--- config.mk ---
export PLATFORM = sky130hd
export DESIGN_NAME = ccd2d_wrap
export DESIGN_NICKNAME = d
export VERILOG_FILES = /design/src/rtl/cic_charge_deposit_2d_unit_defines.svh /design/src/rtl/ccd2d_pkg.sv /design/src/rtl/ccd2d_wrap.sv
export SDC_FILE = /design/constraint.sdc
export NUM_CORES = 1
export LEC_CHECK = 0
export ABC_AREA = 1
export BUFFER_PORTS_ARGS = -buffer_cell sky130_fd_sc_hd__buf_2
export CORE_ASPECT_RATIO = 1.25
export CORE_MARGIN = 2
export CORE_UTILIZATION = 45
export CTS_BUF_LIST = sky130_fd_sc_hd__clkbuf_16
export DETAILED_ROUTE_END_ITERATION = 12
export GPL_TIMING_DRIVEN = 0
export PLACE_DENSITY_LB_ADDON = 0.1
export SLEW_MARGIN = 5
export SYNTH_ARGS = -nofsm -noshare
export SYNTH_HDL_FRONTEND = slang
export SYNTH_SLANG_ARGS = --single-unit
--- constraint.sdc ---
create_clock -name clk -period 1 [get_ports clk]
set_input_delay 0.05 -clock clk [delete_from_list [all_inputs] [get_ports clk]]
set_output_delay 0.05 -clock clk [all_outputs]
set_load 0.01 [all_outputs]
--- src/rtl/cic_charge_deposit_2d_unit_defines.svh ---
// ----------------------------------------------------------------------------
// cic charge deposit assertion macros
// shared concurrent assertion forms, clocked on clk and disabled in reset
// ----------------------------------------------------------------------------
`ifndef CIC_CHARGE_DEPOSIT_2D_UNIT_DEFINES_SVH
`define CIC_CHARGE_DEPOSIT_2D_UNIT_DEFINES_SVH

// same-cycle implication
`define CCD2D_ASSERT_IMP(lbl, ante, cons, msg) \
    lbl: assert property (@(posedge clk) disable iff (!rst_n) (ante) |-> (cons)) \
        else $error(msg);

// next-cycle implication
`define CCD2D_ASSERT_NXT(lbl, ante, cons, msg) \
    lbl: assert property (@(posedge clk) disable iff (!rst_n) (ante) |=> (cons)) \
        else $error(msg);

`endif

--- src/rtl/ccd2d_pkg.sv ---
`timescale 1ns / 1ps
// ----------------------------------------------------------------------------
// ccd2d package
// widths, codes and shared types of the cloud-in-cell charge deposit unit
// ----------------------------------------------------------------------------
package ccd2d_pkg;

    // default geometry
    localparam int GRID_COLS_DEF = 64;
    localparam int GRID_ROWS_DEF = 64;
    localparam int FRAC_BITS_DEF = 16;

    // fixed field widths
    localparam int OP_W      = 2;
    localparam int POS_W     = 22;
    localparam int CI_W      = 12;
    localparam int CELL_W    = 48;
    localparam int CHG_W     = 32;
    localparam int BG_W      = 41;
    localparam int CFG_IDX_W = 2;
    localparam int CFG_DAT_W = BG_W;

    localparam logic signed [CELL_W-1:0] CELL_MAX = {1'b0, {(CELL_W-1){1'b1}}};
    localparam logic signed [CELL_W-1:0] CELL_MIN = {1'b1, {(CELL_W-1){1'b0}}};

    localparam logic signed [CHG_W-1:0] CHARGE_RST = CHG_W'(65536);

    // register indexes
    localparam logic [CFG_IDX_W-1:0] CFG_PARTICLE_CHARGE  = CFG_IDX_W'(0);
    localparam logic [CFG_IDX_W-1:0] CFG_BACKGROUND_LEVEL = CFG_IDX_W'(1);

    typedef enum logic [OP_W-1:0] {
        OP_CLEAR   = 2'd0,
        OP_DEPOSIT = 2'd1,
        OP_READ    = 2'd2
    } opcode_t;

    typedef enum logic [2:0] {
        ST_SWEEP,
        ST_IDLE,
        ST_WRAP,
        ST_ISSUE,
        ST_DRAIN,
        ST_READ
    } state_t;

    // tag traveling with one corner update through the weight pipe
    typedef struct packed {
        logic valid;
        logic last;
    } tag_t;

endpackage

--- src/rtl/ccd2d_wrap.sv ---
`timescale 1ns / 1ps
// ----------------------------------------------------------------------------
// ccd2d index wrap
// two-stage reduction of the integer cell coordinates modulo the grid size
// ----------------------------------------------------------------------------
module ccd2d_wrap import ccd2d_pkg::*; #(
    parameter int GRID_COLS = GRID_COLS_DEF,
    parameter int GRID_ROWS = GRID_ROWS_DEF,
    parameter int INT_W     = POS_W - FRAC_BITS_DEF
) (
    input  logic                         clk,
    input  logic                         rst_n,
    input  logic                         start,
    input  logic [INT_W-1:0]             x_int,
    input  logic [INT_W-1:0]             y_int,
    output logic                         done,
    output logic [$clog2(GRID_COLS)-1:0] x0,
    output logic [$clog2(GRID_COLS)-1:0] x1,
    output logic [$clog2(GRID_ROWS)-1:0] y0,
    output logic [$clog2(GRID_ROWS)-1:0] y1
);

    localparam int XW  = $clog2(GRID_COLS);
    localparam int YW  = $clog2(GRID_ROWS);
    // reciprocal scaling, quotient estimate is exact or one short
    localparam int XS  = INT_W + XW;
    localparam int YS  = INT_W + YW;
    localparam longint XM = (longint'(1) << XS) / GRID_COLS;
    localparam longint YM = (longint'(1) << YS) / GRID_ROWS;
    localparam int MW  = 2 * INT_W + 1;
    localparam int RXW = ((INT_W > XW) ? INT_W : XW) + 1;
    localparam int RYW = ((INT_W > YW) ? INT_W : YW) + 1;

    logic              v1_reg, v2_reg;
    logic [INT_W-1:0]  xi_reg, yi_reg;
    logic [INT_W-1:0]  xq_reg, xq_next;
    logic [INT_W-1:0]  yq_reg, yq_next;
    logic [XW-1:0]     rx_reg, rx_next;
    logic [YW-1:0]     ry_reg, ry_next;
    logic [MW-1:0]     px, py;
    logic [RXW-1:0]    dx;
    logic [RYW-1:0]    dy;

    // stage 1: quotient estimate by reciprocal multiply
    assign px      = MW'(x_int) * MW'(XM);
    assign py      = MW'(y_int) * MW'(YM);
    assign xq_next = INT_W'(px >> XS);
    assign yq_next = INT_W'(py >> YS);

    // stage 2: remainder, one correcting subtract
    always_comb
    begin
        dx = RXW'(xi_reg) - RXW'(xq_reg) * RXW'(GRID_COLS);
        dy = RYW'(yi_reg) - RYW'(yq_reg) * RYW'(GRID_ROWS);
        if (dx >= RXW'(GRID_COLS))
        begin
            dx = dx - RXW'(GRID_COLS);
        end
        if (dy >= RYW'(GRID_ROWS))
        begin
            dy = dy - RYW'(GRID_ROWS);
        end
        rx_next = XW'(dx);
        ry_next = YW'(dy);
    end

    always_ff @(posedge clk or negedge rst_n)
    begin
        if (!rst_n)
        begin
            v1_reg <= 1'b0;
            v2_reg <= 1'b0;
        end
        else
        begin
            v1_reg <= start;
            v2_reg <= v1_reg;
        end
    end

    always_ff @(posedge clk)
    begin
        if (start)
        begin
            xi_reg <= x_int;
            yi_reg <= y_int;
            xq_reg <= xq_next;
            yq_reg <= yq_next;
        end
        if (v1_reg)
        begin
            rx_reg <= rx_next;
            ry_reg <= ry_next;
        end
    end

    assign done = v2_reg;
    assign x0   = rx_reg;
    assign y0   = ry_reg;
    assign x1   = (rx_reg == XW'(GRID_COLS - 1)) ? '0 : rx_reg + XW'(1);
    assign y1   = (ry_reg == YW'(GRID_ROWS - 1)) ? '0 : ry_reg + YW'(1);

endmodule

==> results.md, run 1 <==
* Status: finished, violations left
* Violated checks: setup timing
* IO Pins at 40
* Sequential share of power at a little under half
* Crit. End Element: output port
* Clk pwr share at 37.6%
* Pre-Repair DR Iteration Count at 3
* Fin crit period at 1.424 ns
* Arrival @ worst endpoint at 1.37 ns
* Final ANT Viol Nets at 0
* Hold WC Path Type: in -> reg
* Net Sw Frac at 20.21%
* Total GRT Usage at ~15%
* Diodes inserted at 0
* Port bufs at 39
* Setup Viol. Count Final at 15
* Layout cells sized above 1 at between 50% and 60%
* Max Cap Violations at 0
* FF+latch count, synth at 26
* Biggest cell delay along the critical path at ~0.46 ns
* Die width at around 46 microns
* Fillcell total at between 100 and 150
* Met2 Usage GRT at approximately a quarter
* Nets at approximately 150
* Clock buffer count from CTS at 3
* Comb power frac at roughly 16%
* Pwr Density at roughly 1800 nW/um^2
* Synth unique cells at 14
* Met1 usage at between 10 and 15%
* First-pass GRT wire length at around 2500 microns
* Slew HR at between 80% and 90%
* Initial antenna violation count at 0
* GRT Max-Usage Layer: met2
* CP bufs+invs at 1
* Die area at between 2000 and 3000 sq um
* CP Launch Type: register
* CP Class: reg -> out
* Syn Nets at slightly above 80
* Area Growth Syn to Fin at 64.58%
* Sequential share of the synthesized area at between 70% and 80%
* CTS tree: built
* Post-route DRC at 0
* Grt total ovfl at 0
* WP data required at between 0.9 and 1 ns
* Root Buffer: clkbuf_16
* CORE AREA at 2027 sq um
* Clk slew on worst S/H paths at 0.06 ns
* Most frequent cells in the layout: buf_2 (33), edfxtp_1 (24), dlygate4sd3_1 (13), buf_6 (11)
* Commonest non-fill, non-tap cell in the layout: buf_2
* Placed Area at ~1200 sq um
* Setup WS pre-CTS at -0.2465 ns
* Fin Hold WS at 0.05477 ns
* Final Hold Vio Count at 0
* Vias at 714
* Slowest CP cell: edfxtp_1
* Die H at 56.14 microns
* Reg2Reg Setup Slack at 0.17 ns
* Area of the multi-input gates at around 260 sq um
* FF-to-FF End: x0[1]
* Clock Latency Late Sink at 0.26 ns
* Clock Skews at 0.002227 ns
* Total wire length at 1666 microns
* Initial cell density of the core at 48.27%
* Internal cell power at roughly 2.4 mW
* Cell Area, Synth at 978.4 sq um
* Post-DP HPWL at 995.7 microns
* Post-route insts no fill at roughly 150
* Met3 Use GR at under 10%
* Final core utilization at around four fifths
* Worst vdd ir at 2.271 mV
* RR Startpoint: v1_reg
* Largest net degree at the start of global routing at 16
* Avg WL per Cell at ~11 microns
* Worst min-delay path endpoint: v1_reg
* Sw Pwr at about 600 uW
* YS warnings at 0
* Largest delay share family, worst path: flip-flops
* Mapped Cells at 65
* H-tree depth at 1
* Max-slew violations at 0
* Slew @ Worst Pin at roughly 0.26 ns
* DR vias/cell at 4.824
* Pleak at slightly below 0.7 nW
* Placed Cells at roughly 120
* Fmax at approximately 700 MHz
* CTS Sinks at 26
* Worst reg-to-reg path cell count at 0
* Iteration-0 DRC Markers at 14
* RSZ-0062 raised after global routing: true
* Mean Syn Cell Area at between 15 and 20 sq um
* Hold Startpoint: start
* Cell Rows at 18
* Vias in the first global route at 622
* Register area at slightly below 800 sq um
* Clock Path Buffers at 2
* Final instance area at between 1500 and 2000 sq um
* CP max FO at 3
* Cells along the critical path: ha_4 > nand4_1 > nand2_1 > a21oi_2 > buf_2
* Worst Hold Depth at 1
* Final Worst Setup Slack at -0.4236 ns
* Final Wtd Congestion at 0.7176
* Fin crit share at 142.4%
==> what timing repair did <==
| item | CTS | global route |
|---|---|---|
| buffers inserted | 6 | 2 |
| hold buffers | 13 | 0 |
| pin swaps | 5 | 5 |
| setup endpoints to repair | 12 | 29 |
| gates resized for setup | 12 | 8 |
| endpoints found under the hold margin | 14 | 0 |
==> layer usage <==
layer | up-vias | routed length [microns]
li1 | 356 | -
met5 | - | 0
met4 | 0 | 45
met1 | 319 | 570
met2 | 34 | 932
met3 | 5 | 117
==> Yosys cell counts <==
master / instances / area (sq um)
nand2_1: 9 / 33.78
nand2_2: 1 / 6.260
nand4_1: 2 / 12.51
xnor2_1: 2 / 17.52
nor2_1: 9 / 33.78
dfrtp_1: 2 / 50.05
xor2_1: 3 / 26.28
nand3_1: 5 / 25.02
nor2_2: 1 / 6.260
a21oi_1: 1 / 5.000
inv_1: 3 / 11.26
nor3_1: 1 / 5.000
edfxtp_1: 24 / 720.7
ha_1: 2 / 25.02
==> through the flow <==
step / TNS [ns] / power [mW]
floorplan: -0.5347 / 1.550
global placement: -1.057 / 1.696
detailed placement: -1.385 / 1.706
CTS: -4.191 / 2.953
global route: -5.164 / 3.088
finish: -4.295 / 2.965
==> cell type report <==
type	count	area share (%)
Clock buffer	3	4.662
Clock inverter	1	1.865
Timing Repair Buffer	59	26.96
Sequential cell	26	47.94
Inverter	3	0.6993
Tap cell	20	1.554
Multi-Input combinational cell	36	16.32
==> power groups by stage <==
stage	combinational [mW]	sequential, mW	clock, mW
finish	0.477	1.37	1.11
global route	0.524	1.39	1.18
CTS	0.445	1.37	1.14
detailed placement	0.314	1.39	0
global placement	0.310	1.39	0
floorplan	0.146	1.40	0
==> logic make-up after synthesis <==
kind of cell / count (synthesis) / synth area share, %
AO/OA/AOI/OAI: 1 / 0.5110
XOR/XNOR: 5 / 4.477
adder cells (fa/ha/maj): 2 / 2.557
AND/OR/NAND/NOR: 28 / 12.53
flip-flops: 26 / 78.77
buffers and inverters: 3 / 1.151
==> worst max-delay path by stage <==
stage	start	endpoint	slack, ns	depth (start not counted)
2_1_floorplan	y0[0]	y1[0]	-0.09	4
3_3_place_gp	y0[0]	y1[0]	-0.19	5
3_5_place_dp	y0[0]	y1[0]	-0.25	5
4_1_cts	y0[1]	y1[0]	-0.44	5
5_1_grt	x0[0]	x1[5]	-0.49	5
6_report	x0[0]	x1[5]	-0.42	5
Power figures use the tool's default switching activity.
==> run 2: changes to the inputs <==
- CORE_UTILIZATION: 45 -> 38
==> run 2 against run 1 <==
The flow still finishes with violations (setup timing). First-iteration DRC count up 21%. Clock skew up 0.00066 ns. Clock-buffer cell count unchanged. Worst setup slack better by 0.041 ns. Sequential cell count unchanged. Non-clock buffer count up 4. Final area up 0.93%. Global-route usage down 2.3 points. Largest cell class unchanged. Highest routed layer unchanged.
==> results.md, run 2 (synthesis gave the netlist of run 1 again) <==
* CP Launch Type: register
* Clock buffer count from CTS at 3 (unchanged)
* Cell Rows at 20 (+2)
* Avg WL per Cell at 10.58 microns (-6.0%)
* Status: finished, violations left
* Final ANT Viol Nets at 0 (unchanged)
* Die area at 2999 sq um (+17%)
* Cells along the critical path: buf_6 > nand3_1 > xor2_1 > nor2_2 > buf_2
* Area Growth Syn to Fin at 66.11%
* WP data required at 0.95 ns (about the same)
* Final Hold Vio Count at 0 (unchanged)
* Worst Hold Depth at 1 (unchanged)
* Post-DP HPWL at 1117 microns (+12%)
* Largest delay share family, worst path: flip-flops
* Port bufs at 39 (unchanged)
* Pleak at 0.6842 nW (+1.5%)
* Initial cell density of the core at 39.90% (-8.4 points)
* Placed Cells at 137 (+10%)
* CP bufs+invs at 2 (+1)
* RR Startpoint: v1_reg
* Hold WC Path Type: in -> reg
* Iteration-0 DRC Markers at 17 (+3)
* Biggest cell delay along the critical path at 0.45 ns (about the same)
* Worst reg-to-reg path cell count at 0 (unchanged)
* Setup WS pre-CTS at -0.2262 ns (+0.02035 ns)
* Max Cap Violations at 0 (unchanged)
* CTS tree: built
* Final Wtd Congestion at 0.6692 (-6.7%)
* Vias in the first global route at 645 (+3.7%)
* Fin Hold WS at 0.05926 ns (+0.004490 ns)
* Post-route DRC at 0 (unchanged)
* Violated checks: setup timing
* Worst vdd ir at 1.040 mV (-54%)
* Grt total ovfl at 0 (unchanged)
* Reg2Reg Setup Slack at 0.16 ns (about the same)
* Root Buffer: clkbuf_16
* DR vias/cell at 4.473 (-7.3%)
* First-pass GRT wire length at 2622 microns (+3.8%)
* Fillcell total at 206 (+69%)
* Clock Latency Late Sink at 0.26 ns (about the same)
* Slowest CP cell: edfxtp_1
* Layout cells sized above 1 at 53.79% (+0.66 points)
* FF-to-FF End: y0[1]
* IO Pins at 40 (unchanged)
* Setup Viol. Count Final at 16 (+1)
* Most frequent cells in the layout: buf_2 (33), edfxtp_1 (24), dlygate4sd3_1 (13), buf_6 (11), nand2_1 (7)
* Register area at 772.0 sq um (unchanged)
* Diodes inserted at 0 (unchanged)
* Clk slew on worst S/H paths at 0.06 ns (about the same)
* RSZ-0062 raised after global routing: true
* Clock Skews at 0.002882 ns (+0.0006551 ns)
* CP max FO at 3 (unchanged)
* Final Worst Setup Slack at -0.3826 ns (+0.04098 ns)
* Pwr Density at 1668 nW/um^2 (-9.4%)
* Initial antenna violation count at 0 (unchanged)
* Post-route insts no fill at 165 (+11%)
* Fmax at 723.3 MHz (+3.0%)
* Hold Startpoint: start
* Slew @ Worst Pin at 0.2686 ns (+0.007354 ns)
* Area of the multi-input gates at 257.7 sq um (-1.9%)
* Slew HR at 82.09% (-0.49 points)
* Nets at 150 (+2.7%)
* Fin crit share at 138.3% (-4.1 points)
* Worst min-delay path endpoint: v1_reg
* H-tree depth at 1 (unchanged)
* Design Power at 2.711 mW (-8.6%)
* Arrival @ worst endpoint at 1.33 ns (-0.04 ns)
* Vias at 738 (+3.4%)
* Die width at 49.39 microns (+8.1%)
* Pre-Repair DR Iteration Count at 3 (unchanged)
* CORE AREA at 2452 sq um (+21%)
* Crit. End Element: output port
* Fin crit period at 1.383 ns (-0.04098 ns)
* CP Class: reg -> out
* Total GRT Usage at 12.26% (-2.3 points)
* Commonest non-fill, non-tap cell in the layout: buf_2
* Total wire length at 1745 microns (+4.7%)
* Clock Path Buffers at 2 (unchanged)
* Max-slew violations at 0 (unchanged)
* Largest net degree at the start of global routing at 15 (-1)
* Die H at 60.73 microns (+8.2%)
* CTS Sinks at 26 (unchanged)
-- run 2: changes by cell type in the layout (fill, tap and decap cells not counted) --
cell	change
nand2_2	-1
xor2_1	-1
buf_4	+4
ha_2	+1
inv_1	+1
ha_4	-1
xor2_2	+1
bufinv_16	-1
nand2_1	+1
-- run 2: what timing repair did --
| item | in CTS | in global routing |
|---|---|---|
| resized for setup | 6 | 13 |
| endpoints found under the hold margin | 14 | 0 |
| endpoints found under the setup margin | 23 | 19 |
| pin swaps | 3 | 5 |
| hold buffers | 13 | 0 |
| setup buffers | 6 | 5 |
-- run 2: cell type report --
class | count | area share, %
Clock buffer | 3 | 4.619
Sequential cell | 26 | 47.50
Multi-Input combinational cell | 36 | 15.86
Inverter | 3 | 0.6928
Tap cell | 33 | 2.540
Clock inverter | 1 | 0.2309
Timing Repair Buffer | 63 | 28.56
-- run 2: metal layers --
| layer | GRT usage, % | vias to the layer above | part of all wire (%) |
|---|---|---|---|
| li1 | - | 362 | - |
| met2 | 21.62 | 33 | 52 |
| met3 | 2.463 | 5 | 7.0 |
| met4 | 10.71 | 0 | 3.3 |
| met5 | 0 | - | 0 |
| met1 | 12.69 | 338 | 38 |
-- run 2: how the worst max path moves through the flow --
stage,slack [ns],startpoint,cells past startpoint,to
after floorplan,-0.09,y0[0],4,y1[0]
after global placement,-0.20,y0[0],5,y1[0]
after detailed placement,-0.23,y0[0],5,y1[0]
after CTS,-0.39,x0[0],6,x1[4]
after global routing,-0.48,y0[0],5,y1[3]
final,-0.38,y0[1],5,y1[3]
-- run 2: report_power, final --
group | internal (mW) | total (mW) | switching [mW]
clock | 0.534 | 0.851 | 0.317
sequential | 1.30 | 1.37 | 0.0735
combinational | 0.281 | 0.492 | 0.210
-- run 2: through the flow --
stage / util (%) / cell area (sq um) / TNS, ns
after global routing: 66.28 / 1625 / -5.000
after detailed placement: 50.71 / 1244 / -1.437
after global placement: 50.71 / 1244 / -1.205
after floorplan: - / 1007 / -0.5347
after CTS: 61.84 / 1516 / -3.935
final: 66.28 / 1625 / -3.914
